===== config.mk =====
export PLATFORM = sky130hd
export DESIGN_NAME = c_escape_sequence_decoder
export DESIGN_NICKNAME = d
export VERILOG_FILES = /design/src/hdl/cesd_pkg.sv /design/src/hdl/c_escape_sequence_decoder.sv /design/src/hdl/cesd_step.sv
export SDC_FILE = /design/constraint.sdc
export NUM_CORES = 1
export LEC_CHECK = 0
export BUFFER_PORTS_ARGS = -buffer_cell sky130_fd_sc_hd__buf_2
export CAP_MARGIN = 20
export CORE_MARGIN = 1
export CORE_UTILIZATION = 30
export CTS_CLUSTER_SIZE = 8
export DETAILED_ROUTE_END_ITERATION = 10
export HOLD_SLACK_MARGIN = 0.05
export PLACE_DENSITY = 0.5
export SLEW_MARGIN = 15
export SYNTH_ARGS = -nofsm -noshare
export SYNTH_HDL_FRONTEND = slang
export SYNTH_SLANG_ARGS = --single-unit

===== constraint.sdc =====
create_clock -name clk -period 4.6 [get_ports clk]
set_input_delay 0.46 -clock clk [delete_from_list [all_inputs] [get_ports clk]]
set_output_delay 0.46 -clock clk [all_outputs]
set_load 0.1 [all_outputs]

===== src/hdl/cesd_pkg.sv =====
// ----------------------------------------------------------------------------
// cesd_pkg: shared types and constants for the escape sequence decoder
// Holds the decode modes, the decoder state record and the result record.
// ----------------------------------------------------------------------------
package cesd_pkg;

	localparam int MAX_RES    = 2;
	localparam int FIFO_DEPTH = 4;
	localparam int PTR_W      = $clog2(FIFO_DEPTH);
	localparam int CNT_W      = PTR_W + 1;

	// Characters with a special role in the escaped text
	localparam logic [7:0] CH_BSLASH = 8'd92;
	localparam logic [7:0] CH_X      = 8'h78;
	localparam logic [7:0] CH_U      = 8'h75;
	localparam logic [7:0] CH_ZERO   = 8'h30;
	localparam logic [7:0] CH_SEVEN  = 8'h37;
	localparam logic [7:0] CH_NINE   = 8'h39;
	localparam logic [7:0] CH_LA     = 8'h61;
	localparam logic [7:0] CH_LF     = 8'h66;
	localparam logic [7:0] CH_UA     = 8'h41;
	localparam logic [7:0] CH_UF     = 8'h46;
	localparam logic [7:0] CH_N      = 8'h6e;
	localparam logic [7:0] CH_T      = 8'h74;
	localparam logic [7:0] CH_V      = 8'h76;
	localparam logic [7:0] CH_B      = 8'h62;
	localparam logic [7:0] CH_R      = 8'h72;
	localparam logic [7:0] CH_F      = 8'h66;
	localparam logic [7:0] CH_A      = 8'h61;

	// Control codes for the named escapes
	localparam logic [7:0] CC_NL  = 8'd10;
	localparam logic [7:0] CC_TAB = 8'd9;
	localparam logic [7:0] CC_VT  = 8'd11;
	localparam logic [7:0] CC_BS  = 8'd8;
	localparam logic [7:0] CC_CR  = 8'd13;
	localparam logic [7:0] CC_FF  = 8'd12;
	localparam logic [7:0] CC_BEL = 8'd7;

	localparam logic [15:0] UNI_MAX = 16'h00ff;

	typedef enum logic [2:0] {
		MODE_PLAIN  = 3'd0,
		MODE_ESC    = 3'd1,
		MODE_XSTART = 3'd2,
		MODE_HEX    = 3'd3,
		MODE_OCT    = 3'd4,
		MODE_UNI    = 3'd5,
		MODE_SKIP   = 3'd6
	} mode_t;

	typedef struct packed {
		mode_t       mode;
		logic [15:0] value;
		logic [2:0]  count;
	} core_state_t;

	typedef struct packed {
		logic [7:0] data;
		logic       has_char;
		logic       bad_escape;
		logic       string_done;
		logic       run_last;
	} result_t;

	typedef struct packed {
		logic [1:0]         n;
		result_t [MAX_RES-1:0] r;
	} step_out_t;

endpackage


===== src/hdl/c_escape_sequence_decoder.sv =====
// ----------------------------------------------------------------------------
// c_escape_sequence_decoder: streaming C escape sequence decoder
// Takes escaped text one byte a transfer and gives decoded bytes, with error
// and end-of-string marks.
// ----------------------------------------------------------------------------
//
//  channel  direction  handshake            payload
//  -------  ---------  -------------------  -------------------------------------
//  in       sink       in_valid/in_ready    in_byte, end_of_string
//  out      source     out_valid/out_ready  out_byte, has_char, bad_escape,
//                                           string_done, run_last
//
// One input byte per cycle is taken while the queue has room. A byte sits in the
// input register, where the decode step runs against the decoder state and drops
// zero, one or two results into a four-entry output queue.
// A held byte leaves the input register only while the queue has room for two results.
// A byte passes through the input register and then the queue to reach the output.
// Reset (arst_n low) empties the input register and the queue and returns the
// decoder to plain text mode.
// ----------------------------------------------------------------------------
module c_escape_sequence_decoder import cesd_pkg::*; (
	input  logic       clk,
	input  logic       arst_n,
	input  logic       in_valid,
	output logic       in_ready,
	input  logic [7:0] in_byte,
	input  logic       end_of_string,
	output logic       out_valid,
	input  logic       out_ready,
	output logic [7:0] out_byte,
	output logic       has_char,
	output logic       bad_escape,
	output logic       string_done,
	output logic       run_last
);

	// Input register
	logic       valid_s1;
	logic [7:0] byte_s1;
	logic       eos_s1;

	// Decoder state
	core_state_t state_q;
	core_state_t state_nxt;
	step_out_t   step_res;

	// Output queue
	result_t            mem_q [FIFO_DEPTH];
	logic [PTR_W-1:0]   wr_ptr_q;
	logic [PTR_W-1:0]   wr_ptr_nx;
	logic [PTR_W-1:0]   rd_ptr_q;
	logic [CNT_W-1:0]   count_q;
	logic [CNT_W-1:0]   add_cnt;
	logic               consume;
	logic               pop;
	result_t            head;

	// Decode the held byte once the queue can take a full pair of results
	assign consume  = valid_s1 && (count_q <= CNT_W'(FIFO_DEPTH - MAX_RES));
	assign in_ready = !valid_s1 || consume;
	assign pop      = out_valid && out_ready;
	assign add_cnt  = consume ? CNT_W'(step_res.n) : '0;
	assign wr_ptr_nx = wr_ptr_q + PTR_W'(1);

	cesd_step u_step (
		.state_cur     (state_q),
		.in_byte       (byte_s1),
		.end_of_string (eos_s1),
		.state_nxt     (state_nxt),
		.results       (step_res)
	);

	// Control: input register valid, decoder state, queue pointers
	always_ff @(posedge clk or negedge arst_n) begin
		if (!arst_n) begin
			valid_s1 <= 1'b0;
			state_q  <= '{mode: MODE_PLAIN, value: '0, count: '0};
			wr_ptr_q <= '0;
			rd_ptr_q <= '0;
			count_q  <= '0;
		end else begin
			if (in_ready) begin
				valid_s1 <= in_valid;
			end
			if (consume) begin
				state_q  <= state_nxt;
				wr_ptr_q <= wr_ptr_q + PTR_W'(step_res.n);
			end
			if (pop) begin
				rd_ptr_q <= rd_ptr_q + PTR_W'(1);
			end
			count_q <= count_q + add_cnt - CNT_W'(pop);
		end
	end

	// Payload: input byte and queue entries
	always_ff @(posedge clk) begin
		if (in_ready && in_valid) begin
			byte_s1 <= in_byte;
			eos_s1  <= end_of_string;
		end
		if (consume && step_res.n != 2'd0) begin
			mem_q[wr_ptr_q] <= step_res.r[0];
		end
		if (consume && step_res.n == 2'd2) begin
			mem_q[wr_ptr_nx] <= step_res.r[1];
		end
	end

	// Present the queue head
	assign head        = mem_q[rd_ptr_q];
	assign out_valid   = (count_q != '0);
	assign out_byte    = head.data;
	assign has_char    = head.has_char;
	assign bad_escape  = head.bad_escape;
	assign string_done = head.string_done;
	assign run_last    = head.run_last;

`ifndef SYNTHESIS
	a_count_bound: assert property (@(posedge clk) disable iff (!arst_n)
		count_q <= CNT_W'(FIFO_DEPTH))
		else $error("output queue count exceeds its depth");

	a_eos_resets: assert property (@(posedge clk) disable iff (!arst_n)
		consume && eos_s1 |=> state_q.mode == MODE_PLAIN && state_q.count == '0)
		else $error("decoder state not cleared after end of string");

	a_bad_marks: assert property (@(posedge clk) disable iff (!arst_n)
		pop && bad_escape |-> string_done && !has_char && run_last)
		else $error("error result lacks end marks");

	a_skip_silent: assert property (@(posedge clk) disable iff (!arst_n)
		consume && state_q.mode == MODE_SKIP && !eos_s1 |-> step_res.n == 2'd0)
		else $error("result produced while skipping an aborted string");
`endif

endmodule


===== src/hdl/cesd_step.sv =====
// ----------------------------------------------------------------------------
// cesd_step: one-byte decode step
// Combinational: from the current state and one byte, gives the next state
// and up to two results.
// ----------------------------------------------------------------------------
module cesd_step import cesd_pkg::*; (
	input  core_state_t state_cur,
	input  logic [7:0]  in_byte,
	input  logic        end_of_string,
	output core_state_t state_nxt,
	output step_out_t   results
);

	typedef struct packed {
		core_state_t st;
		logic        aborted;
		step_out_t   o;
	} work_t;

	function automatic work_t f_put(work_t w, logic [7:0] b, logic ch, logic bad);
		work_t r;
		r = w;
		if (r.o.n < 2'd2) begin
			r.o.r[r.o.n[0]] = '{data: b, has_char: ch, bad_escape: bad,
				string_done: bad, run_last: 1'b0};
			r.o.n = r.o.n + 2'd1;
		end
		return r;
	endfunction

	function automatic work_t f_clear(work_t w);
		work_t r;
		r = w;
		r.st.value = '0;
		r.st.count = '0;
		return r;
	endfunction

	function automatic work_t f_abort(work_t w);
		work_t r;
		r = f_put(w, 8'd0, 1'b0, 1'b1);
		r.aborted = 1'b1;
		r.st.mode = MODE_SKIP;
		return f_clear(r);
	endfunction

	function automatic work_t f_plain(work_t w, logic [7:0] c);
		work_t r;
		r = w;
		if (c == CH_BSLASH) begin
			r.st.mode = MODE_ESC;
		end else begin
			r = f_put(r, c, 1'b1, 1'b0);
			r.st.mode = MODE_PLAIN;
		end
		return r;
	endfunction

	function automatic work_t f_finish_hex(work_t w);
		work_t r;
		r = w;
		if (r.st.value[7:0] == 8'd0) begin
			r = f_abort(r);
		end else begin
			r = f_put(r, r.st.value[7:0], 1'b1, 1'b0);
			r.st.mode = MODE_PLAIN;
			r = f_clear(r);
		end
		return r;
	endfunction

	function automatic logic [7:0] f_named(logic [7:0] c);
		logic [7:0] v;
		case (c)
			CH_N:    v = CC_NL;
			CH_T:    v = CC_TAB;
			CH_V:    v = CC_VT;
			CH_B:    v = CC_BS;
			CH_R:    v = CC_CR;
			CH_F:    v = CC_FF;
			CH_A:    v = CC_BEL;
			default: v = c;
		endcase
		return v;
	endfunction

	logic       hex_ok;
	logic [3:0] hex_d;
	logic       oct_ok;
	work_t      w;

	always_comb begin
		hex_ok = 1'b1;
		hex_d  = in_byte[3:0];
		if (in_byte >= CH_ZERO && in_byte <= CH_NINE) begin
			hex_d = in_byte[3:0];
		end else if ((in_byte >= CH_LA && in_byte <= CH_LF) ||
			(in_byte >= CH_UA && in_byte <= CH_UF)) begin
			hex_d = in_byte[3:0] + 4'd9;
		end else begin
			hex_ok = 1'b0;
		end
	end

	assign oct_ok = (in_byte >= CH_ZERO) && (in_byte <= CH_SEVEN);

	always_comb begin
		w.st      = state_cur;
		w.aborted = 1'b0;
		w.o       = '0;

		case (state_cur.mode)
			MODE_ESC: begin
				if (in_byte == CH_X) begin
					w.st.mode = MODE_XSTART;
				end else if (in_byte == CH_U) begin
					w.st.mode = MODE_UNI;
					w = f_clear(w);
				end else if (oct_ok) begin
					w.st.value = {13'd0, in_byte[2:0]};
					w.st.count = 3'd1;
					w.st.mode  = MODE_OCT;
				end else begin
					w = f_put(w, f_named(in_byte), 1'b1, 1'b0);
					w.st.mode = MODE_PLAIN;
				end
			end
			MODE_XSTART: begin
				if (hex_ok) begin
					w.st.value = {12'd0, hex_d};
					w.st.count = 3'd1;
					w.st.mode  = MODE_HEX;
				end else begin
					w = f_put(w, CH_X, 1'b1, 1'b0);
					w = f_plain(w, in_byte);
				end
			end
			MODE_HEX: begin
				if (hex_ok) begin
					w.st.value = {8'd0, w.st.value[3:0], hex_d};
					w = f_finish_hex(w);
				end else begin
					w = f_finish_hex(w);
					if (!w.aborted) begin
						w = f_plain(w, in_byte);
					end
				end
			end
			MODE_OCT: begin
				if (oct_ok) begin
					w.st.value = {5'd0, w.st.value[7:0], in_byte[2:0]};
					w.st.count = w.st.count + 3'd1;
					if (w.st.count >= 3'd3) begin
						w = f_put(w, w.st.value[7:0], 1'b1, 1'b0);
						w.st.mode = MODE_PLAIN;
						w = f_clear(w);
					end
				end else begin
					w = f_put(w, w.st.value[7:0], 1'b1, 1'b0);
					w = f_clear(w);
					w = f_plain(w, in_byte);
				end
			end
			MODE_UNI: begin
				if (!hex_ok) begin
					w = f_abort(w);
				end else begin
					w.st.value = {w.st.value[11:0], hex_d};
					w.st.count = w.st.count + 3'd1;
					if (w.st.count >= 3'd4) begin
						if (w.st.value == 16'd0 || w.st.value > UNI_MAX) begin
							w = f_abort(w);
						end else begin
							w = f_put(w, w.st.value[7:0], 1'b1, 1'b0);
							w.st.mode = MODE_PLAIN;
							w = f_clear(w);
						end
					end
				end
			end
			MODE_SKIP: begin
			end
			default: begin
				w = f_plain(w, in_byte);
			end
		endcase

		// Flush a pending escape at the end of the string and mark the last result done
		if (end_of_string && !w.aborted && state_cur.mode != MODE_SKIP) begin
			case (w.st.mode)
				MODE_XSTART: w = f_put(w, CH_X, 1'b1, 1'b0);
				MODE_HEX:    w = f_finish_hex(w);
				MODE_OCT:    w = f_put(w, w.st.value[7:0], 1'b1, 1'b0);
				MODE_UNI:    w = f_abort(w);
				default:     begin end
			endcase
			if (!w.aborted) begin
				if (w.o.n == 2'd0) begin
					w = f_put(w, 8'd0, 1'b0, 1'b0);
				end
				w.o.r[w.o.n[1]].string_done = 1'b1;
			end
		end

		if (end_of_string) begin
			w.st.mode = MODE_PLAIN;
			w = f_clear(w);
		end

		if (w.o.n != 2'd0) begin
			w.o.r[w.o.n[1]].run_last = 1'b1;
		end
	end

	assign state_nxt = w.st;
	assign results   = w.o;

endmodule


[After elaboration in Yosys (flattened, before gate mapping)]
Memory sizes are Yosys's and may differ from the RTL's.
Index checks and enable logic that the tools add are counted.
Cells by class
  add/subtract/negate cells: 12
  order comparisons: 30
  equality and inequality tests: 22
  multiplexer cells: 79
  bitwise logic cells: 8
  reduce and logical (&&, ||, !) cells: 30
Operators with widths (number)
  $mux 49: 19
  $pmux 49 s6: 1
  $mux 26: 11
  $pmux 49 s4: 1
  $bwmux 24: 6
  $mux 12: 9
  $demux 12 s1: 7
  $eq 8x7->1 const B: 10
  $pmux 8 s7: 1
  $mux 25: 2
  $mux 46: 1
  $mux 27: 1
  $and 24x24->24: 1
  $logic_not 8->1: 3
  $mux 24: 1
  $not 24->24: 1
  $mux 22: 1
  $mux 21: 1
  $and 20x20->20: 1
  $not 20->20: 1
  $logic_and 1x1->1: 18
  $ge 8x7->1 const B: 2
  $gt 16x8->1 const B: 1
  $le 8x6->1 const B: 2
  33 further kinds: 79
Word-level totals
  register bits after elaboration: 39
  bits in writable memories: 48
  input port bits: 13
  output and inout port bits: 14
  word-level logic and storage cells: 191
  memories kept: 1
Memories
  mem_q: depth 4, width 12, rd ports 1, clocked after Yosys merged registers in 0, wr ports 2, RTL line c_escape_sequence_decoder.sv:48  | result_t mem_q [FIFO_DEPTH];

[Longest topological paths before layout]
Gate-level depths: netlist of run 1.
  depth in word-level cells: 51
  gate-level depth with buffers: 23
  mapped depth without buffers: 21

[Cells and area by module]
A second synthesis of run 1 with hierarchy kept.
Second synthesis, totals
  cell total of the unflattened synthesis: 614
  area total of the unflattened synthesis: 6284.8 sq um
By module, submodules not included
  c_escape_sequence_decoder: times used 1, cells each 228, area an instance 3920.0 sq um
  cesd_step: times used 1, cells each 386, area an instance 2364.8 sq um

[Least setup slack after synthesis of run 1]
OpenSTA, ideal clock, no wires.
  path kind: register to register
  from: register byte_s1[0]
  to: memory mem_q[3][0] (netlist name) (enable)
  setup time: 0.399 ns
  arrival time: 4.074 ns
  required time: 4.201 ns
  setup slack: 0.127 ns
  stages on the path, launching flop included: 18
  path through: edfxtp_1 buf_2 inv_1 ha_1 nand2b_1 o211a_1 buf_2 nor2_1 o21ai_0 a21oi_1 o21a_1 inv_1 ha_1 o211ai_1 nor2_1 a21boi_4 nor2_1 nor3b_1
RTL lines
  start, declared: RTL line c_escape_sequence_decoder.sv:39  | logic [7:0] byte_s1;
  start signal, assigned: RTL line c_escape_sequence_decoder.sv:99  | byte_s1 <= in_byte;
  end, declared: RTL line c_escape_sequence_decoder.sv:48

[Worst setup path after layout of run 1]
  from: register byte_s1[1]
  to: register count_q[2]
On the way
  longest elaborated chain between the ends: 25
RTL lines
  $ge 8x7->1 (tied with other cells): RTL line cesd_step.sv:97  | end else if ((in_byte >= CH_LA && in_byte <= CH_LF) ||
  $logic_and 1x1->1, on equally long branches: RTL line cesd_step.sv:97, cesd_step.sv:98
  $logic_or 1x1->1: RTL line cesd_step.sv:97
  $mux 4: RTL line cesd_step.sv:97
  $mux 4: RTL line cesd_step.sv:95  | if (in_byte >= CH_ZERO && in_byte <= CH_NINE) begin
  $gt 16x8->1 / $logic_not 16->1 (equally long branches): RTL line cesd_step.sv:171  | if (w.st.value == 16'd0 || w.st.value > UNI_MAX) begin
  $logic_or 1x1->1: RTL line cesd_step.sv:171
  $mux 49: RTL line cesd_step.sv:171
  [... 9 more ...]
  $mux 49: RTL line cesd_step.sv:197  | if (!w.aborted) begin
  $mux 49: RTL line cesd_step.sv:189  | if (end_of_string && !w.aborted && state_cur.mode != MODE_SKIP) begin
  $mux 49: RTL line cesd_step.sv:197
  $mux 49 *: RTL line cesd_step.sv:189
  $mux 49 *: RTL line cesd_step.sv:205  | if (end_of_string) begin
  $mux 2 *: RTL line c_escape_sequence_decoder.sv:62  | assign add_cnt = consume ? CNT_W'(step_res.n) : '0;
  $add 3x2->3 *: RTL line c_escape_sequence_decoder.sv:92  | count_q <= count_q + add_cnt - CNT_W'(pop);
  $sub 3x1->3 *: RTL line c_escape_sequence_decoder.sv:92
  end signal, assigned: RTL line c_escape_sequence_decoder.sv:92
  end, declared: RTL line c_escape_sequence_decoder.sv:52  | logic [CNT_W-1:0] count_q;
Every way passes the cells marked *; elsewhere a longest branch is shown, timed or not. The select of a mux whose other input is x is not followed.
A chain may end at the register's enable or synchronous reset.

==> run summary, run 1 <==
cell area after layout: 6970 um2
CP Max Fanout: 5
Core Box Area: 19000 um2
simple-gate share of the synthesized area: 0.172
1st-pass router iterations: 6
PD cells: 484 nW/um2
met1 usage: 0.261
H-Tree Depth: 3
Worst Reg-to-Reg Cells: 20
post-synthesis mux area share: 0.124
Fin Hold WS: 0.107 ns
Setup Skew: 0.0153 ns
met3 Usage GRT: 0.0313
run status: complete, no violations
Crit. Startpoint: byte_s1[1]
first-pass GRT wire length: 29500 um
# DRC: 0
CP max-delay cell: a2111oi_1
average size of a mapped cell: 10.2 um2
sequential area share after synthesis: 0.400
Reg-to-Reg Start: byte_s1[1]
endpoint type of the worst setup path: register
clk buf depth: 2
Slew HR: 0.424
Placed Cells: 890
Post-Layout Cell Count: 906
reg2reg end: count_q[2]
fill count: 1952
Max VDD drop: 0.186 mV
DP Area: 6680 um2
CP top delay family: adder cells
Worst Tran Pin Value: 0.863 ns
Hold Fails Final Rpt: 0
WS Path Type: reg -> reg
final wirelength: 18700 um
maximum operating frequency: 0.234 GHz
vias in the first global route: 5051
Post-CTS Setup Bufs: 0
crit share post-route: 0.928
final setup vio count: 0
Critical Path RT: 4.87 ns
Sum Neg Setup Slack: 0 ns
die height: 142 um
largest net degree at the start of global routing: 27
area grow syn2layout: 17.9%
Hold Crit Class: in -> async
GR Overflow Total: 0
area taken by multi-input logic gates: 3310 um2
crit start category: register
Clk Tree Root Cell: clkbuf_16
layout cell share with drive strength beyond 1: 0.241
clk sinks: 83
worst skew pair latency: 0.36 ns
ys flop type: edfxtp_1
Final min period: 4.27 ns
synthesized area: 5910 um2
vias: 5037
# IOs: 27
GR met2 Demand/Resource: 0.320
nets: 667
DR iter-0 viols: 448
WL/cell: 20.7 um
Max Slew Vio Count: 0
Site Rows: 50
cell mode on critical path: ha_1
clock slew at reported path FFs: 0.08 ns
Syn Inst Count: 579
Pleak: 2.69 nW
Total GRT Usage: 0.194
Via density: 5.56
Initial Util: 0.311
largest family of logic cells by synthesized area: compound AO/OA/AOI/OAI gates
die width: 142 um
sequence of cells on the critical path: inv_1 > ha_2 > nand2b_1 > o211a_1 > o21ai_1 > a2111oi_1 > nand2_1 > o21a_1 > ha_1 > and2_1 > a21oi_1 > a21boi_4 > inv_2 > nand2_1 > ha_1 > inv_1 > ha_1 > fa_1 > xnor2_1 > xnor2_1
DIE AREA: 20300 um2
busiest grt layer: met2
CP max stage delay: 0.43 ns
Compound-Gate Fraction of Synth Area: 0.212
XOR/XNOR share of the synthesized area: 0.0176
#FFs+latches synth: 83
Synth Net Count: 605
adder-cell share of the synthesized area: 0.0288
yosys warns: 0
Port Buffer Count: 26
TritonCTS buffer count: 9
buffers and inverters on the worst path: 3
Overall Power: 0.00338 W
initial antenna violation count: 0
gpl congestion: 0.936
RSZ-0062 raised after global routing: no
post-synth cell types: 87
EDFF count, synth: 57
ant diodes: 0
Reg area: 2360 um2
Detailed Place HPWL: 14100 um
asr flop ratio synth: 0.313
max cap viols: 0
CTS tree: done
flop-to-flop setup slack: 0.33 ns
Antenna Nets Post-Route: 0
crit path DAT: 4.54 ns
cells in the final DEF (no fill, tap or decap), drive strengths merged, types with 6 or more instances in the layout:
master / netlist / routed
a21o: 8 / 8
a21oi: 32 / 32
a221o: 8 / 8
a22o: 6 / 6
a22oi: 6 / 6
a31oi: 8 / 8
and2: 12 / 12
buf: 18 / 88
clkbuf: 19 / 11
dfrtp: 26 / 26
edfxtp: 57 / 57
ha: 12 / 12
inv: 23 / 24
mux2: 11 / 11
mux2i: 33 / 33
mux4: 12 / 12
nand2: 55 / 55
nand2b: 11 / 11
nand3: 9 / 9
nand4b: 6 / 6
nor2: 34 / 34
nor3: 16 / 16
nor4: 7 / 7
o21ai: 39 / 39
o22ai: 7 / 7
o31ai: 12 / 12
xnor2: 7 / 7
worst max-delay path by stage:
stage             endpoint  slack [ns]  cells past startpoint
2_1_floorplan  mem_q[3][0]        0.13                     17
4_1_cts        mem_q[3][1]        0.20                     14
6_report        count_q[2]        0.33                     20
5_1_grt         count_q[2]        0.05                     20
3_3_place_gp   mem_q[3][8]        0.34                     14
3_5_place_dp   mem_q[3][8]        0.27                     14
flip-flops by register name (all words and copies together) (netlist names):
name      flops
rd_ptr_q      2
mem_q        48
state_q      18
valid_s1      1
count_q       3
byte_s1       8
eos_s1        1
wr_ptr_q      2
where the power goes:
part / total (W) / switching, W / leakage [nW] / internal (W)
logic: 0.00155 / 0.00110 / 1.70 / 0.000448
clock network: 0.000690 / 0.000322 / 0.126 / 0.000369
registers: 0.00114 / 0.000157 / 0.860 / 0.000979
total: 0.00338 / 0.00158 / 2.69 / 0.00180
synth_stat cells (all sizes together) (5+ instances only):
cell / instances / area, um2
xnor2: 7 / 68.8
o22ai: 7 / 43.8
nand3b: 5 / 37.5
ha: 12 / 150
a22oi: 6 / 50.1
nand3: 9 / 50.1
nand2b: 11 / 68.8
clkbuf: 19 / 71.3
a31oi: 8 / 50.1
nand4b: 6 / 52.6
dfrtp: 26 / 651
o21a: 5 / 37.5
a21o: 8 / 60.1
o21ai: 39 / 206
mux2: 11 / 131
mux2i: 33 / 330
o31ai: 12 / 90.1
a221oi: 5 / 43.8
nor2: 34 / 133
a221o: 8 / 80.1
a21oi: 32 / 171
and2: 12 / 75.1
nor4: 7 / 77.6
mux4: 12 / 270
edfxtp: 57 / 1710
nand2: 55 / 209
inv: 23 / 86.3
o221ai: 5 / 43.8
buf: 18 / 113
or3: 5 / 31.3
or2: 5 / 31.3
nor3: 16 / 90.1
a22o: 6 / 52.6
layout make-up:
cell class,instances,share of cell area
flip-flops and latches,83,0.339
clock inverters,5,0.00538
inverters,23,0.0124
well taps,260,0.0467
multi-input cells,436,0.474
repair buffers,88,0.0890
clock buffers,11,0.0334
routing by layer:
layer	vias up	share of wire
met2	154	0.47
met3	24	0.045
met4	0	0.017
met1	2505	0.47
met5	-	0
li1	2354	-
cells by family after synthesis:
| logic type | count (synthesis) |
|---|---|
| AO/OA/AOI/OAI | 175 |
| buffers and inverters | 60 |
| XOR/XNOR | 11 |
| AND/OR/NAND/NOR | 181 |
| adder cells (fa/ha/maj) | 13 |
| multiplexers | 56 |
| flip-flops | 83 |
per-stage QoR:
step                       util  setup slack (ns)
after floorplan               -             0.127
after global placement    0.351             0.335
after detailed placement  0.351             0.268
after CTS                 0.366             0.195
after global routing      0.367            0.0536
final                     0.367             0.330
what timing repair did:
action                                  CTS  global route
gates resized for setup                   0             6
hold buffers                              0             0
endpoints found under the setup margin    0            13
(Power assumes the default switching activity.)
==> run 2: changes to the inputs <==
CTS_BUF_LIST = sky130_fd_sc_hd__clkbuf_8   (was not set)
==> run summary, run 2 (synthesis gave the netlist of run 1 again) <==
run status: complete, no violations (unchanged)
cell mode on critical path: ha_1 (unchanged)
CP Max Fanout: 5 (unchanged)
CP max stage delay: 0.43 ns (about the same)
Placed Cells: 890 (unchanged)
Final min period: 4.28 ns (was 4.27 ns)
Pleak: 2.65 nW (was 2.69 nW)
Max Slew Vio Count: 0 (unchanged)
H-Tree Depth: 3 (unchanged)
vias: 5031 (was 5037)
PD cells: 462 nW/um2 (was 484 nW/um2)
DIE AREA: 20300 um2 (unchanged)
max reg flops: 48 (unchanged)
Detailed Place HPWL: 14100 um (unchanged)
ant diodes: 0 (unchanged)
Clk Tree Root Cell: clkbuf_8 (was clkbuf_16)
Post-Layout Cell Count: 906 (unchanged)
final setup vio count: 0 (unchanged)
max cap viols: 0 (unchanged)
layout cell share with drive strength beyond 1: 0.241 (unchanged)
commonest cells after routing, fill and taps aside: buf_4 (60), edfxtp_1 (57), nand2_1 (54) (unchanged)
final wirelength: 18600 um (was 18700 um)
crit path DAT: 4.59 ns (was 4.54 ns)
gpl congestion: 0.936 (unchanged)
maximum operating frequency: 0.234 GHz (about the same)
largest net degree at the start of global routing: 27 (unchanged)
Total GRT Usage: 0.194 (about the same)
largest register by flop count: mem_q (unchanged)
crit start category: register (unchanged)
nets: 667 (unchanged)
Worst Tran Pin Value: 1.04 ns (was 0.863 ns)
CTS tree: done (unchanged)
CP max-delay cell: a2111oi_1 (unchanged)
Via density: 5.55 (was 5.56)
# IOs: 27 (unchanged)
endpoint type of the worst setup path: register (unchanged)
sequence of cells on the critical path: inv_1 > ha_2 > nand2b_1 > o211a_1 > o21ai_1 > a2111oi_1 > nand2_1 > o21a_1 > ha_1 > and2_1 > a21oi_1 > a21boi_4 > inv_2 > nand2_1 > ha_1 > inv_1 > ha_1 > fa_1 > xnor2_1 > xnor2_1 (unchanged)
Antenna Nets Post-Route: 0 (unchanged)
metal2 WL: 8780 um (was 8840 um)
Slew HR: 0.306 (was 0.424)
Metal-1 WL: 8570 um (was 8710 um)
worst skew pair latency: 0.40 ns (was 0.36 ns)
# DRC: 0 (unchanged)
Site Rows: 50 (unchanged)
Hold Fails Final Rpt: 0 (unchanged)
switch share: 0.491 (was 0.468)
Hold Crit Class: in -> async (unchanged)
GR Overflow Total: 0 (unchanged)
1st-pass router iterations: 5 (was 6)
Top Layer Used: met4 (unchanged)
WS Path Type: reg -> reg (unchanged)
first-pass GRT wire length: 29400 um (was 29500 um)
Setup Skew: 0.0275 ns (was 0.0153 ns)
Critical Path RT: 4.91 ns (was 4.87 ns)
Port Buffer Count: 26 (unchanged)
DR iter-0 viols: 424 (was 448)
Sum Neg Setup Slack: 0 ns (unchanged)
CP top delay family: adder cells (unchanged)
crit share post-route: 0.930 (was 0.928)
wire length on met3: 968 um (was 847 um)
buffers and inverters on the worst path: 3 (unchanged)
Max VDD drop: 0.148 mV (was 0.186 mV)
leading cell type in the layout, fill and taps excluded: buf_4 (unchanged)
clk sinks: 83 (unchanged)
TritonCTS buffer count: 9 (unchanged)
Post-CTS Setup Bufs: 0 (unchanged)
Initial Util: 0.311 (unchanged)
internal power: 0.00162 W (was 0.00180 W)
Largest regs: mem_q: 48 flops, state_q: 18 flops, byte_s1: 8 flops (unchanged)
initial antenna violation count: 0 (unchanged)
Core Box Area: 19000 um2 (unchanged)
clock slew at reported path FFs: 0.11 ns (was 0.08 ns)
area grow syn2layout: 16.1% (was 17.9%)
Sequential Power Share: 0.358 (was 0.337)
vias in the first global route: 5034 (was 5051)
Gate power share: 0.485 (was 0.459)
clk buf depth: 2 (unchanged)
Sw Pwr: 0.00156 W (was 0.00158 W)
die height: 142 um (unchanged)
die width: 142 um (unchanged)
WL/cell: 20.6 um (was 20.7 um)
part of the power in the clock network: 0.157 (was 0.204)
RSZ-0062 raised after global routing: no (unchanged)
[run 2: cell count changes in the layout (fill, tap and decap cells not counted), sizes merged]
cell	previous run	this run
clkbuf	11	9
inv	24	26
[run 2: final timing paths]
check                         endpoint       start  cells after the start  slack, ns
setup / recovery            count_q[2]  byte_s1[1]                     20       0.32
hold / removal             state_q[21]      arst_n                      1       0.06
setup reg to reg            count_q[2]  byte_s1[1]                     20       0.32
hold reg to reg             count_q[2]  count_q[2]                      1       0.50
max in group asynchronous   count_q[1]      arst_n                      1       4.12
min in group clk            byte_s1[1]  in_byte[1]                      1       0.23
[run 2: through the flow]
stage / worst slack [ns] / utilization / power, W / hold WS [ns] / area [um2]
floorplan: 0.127 / - / 0.00234 / 0.164 / 5910
global route: 0.0426 / 0.361 / 0.00335 / 0.104 / 6870
finish: 0.320 / 0.361 / 0.00317 / 0.0584 / 6870
detailed placement: 0.268 / 0.351 / 0.00270 / 0.489 / 6680
global placement: 0.335 / 0.351 / 0.00269 / 0.477 / 6680
CTS: 0.215 / 0.360 / 0.00321 / 0.0651 / 6850
[run 2: area by class of cell]
type / instances / area, um2
fillers: 1968 / 12200
multi-input cells: 436 / 3300
flip-flops and latches: 83 / 2360
repair buffers: 88 / 621
well taps: 260 / 325
clock buffers: 9 / 124
inverters: 23 / 86.3
clock inverters: 7 / 45.0
[run 2: per-layer routing]
metal,vias up,GRT usage
met4,0,0.0560
met1,2495,0.260
met3,26,0.0310
met5,-,0
met2,155,0.320
li1,2355,-
[run 2: power groups by stage]
stage          clock (W)  combinational, W  sequential [W]
6_report        0.000498           0.00154         0.00114
5_1_grt         0.000537           0.00165         0.00116
4_1_cts         0.000518           0.00155         0.00114
3_5_place_dp           0           0.00155         0.00116
3_3_place_gp           0           0.00154         0.00115
2_1_floorplan          0           0.00129         0.00105
[run 2: what timing repair did]
action	in CTS	in global routing
endpoints found under the setup margin	0	13
hold buffers	0	0
resized for setup	0	5
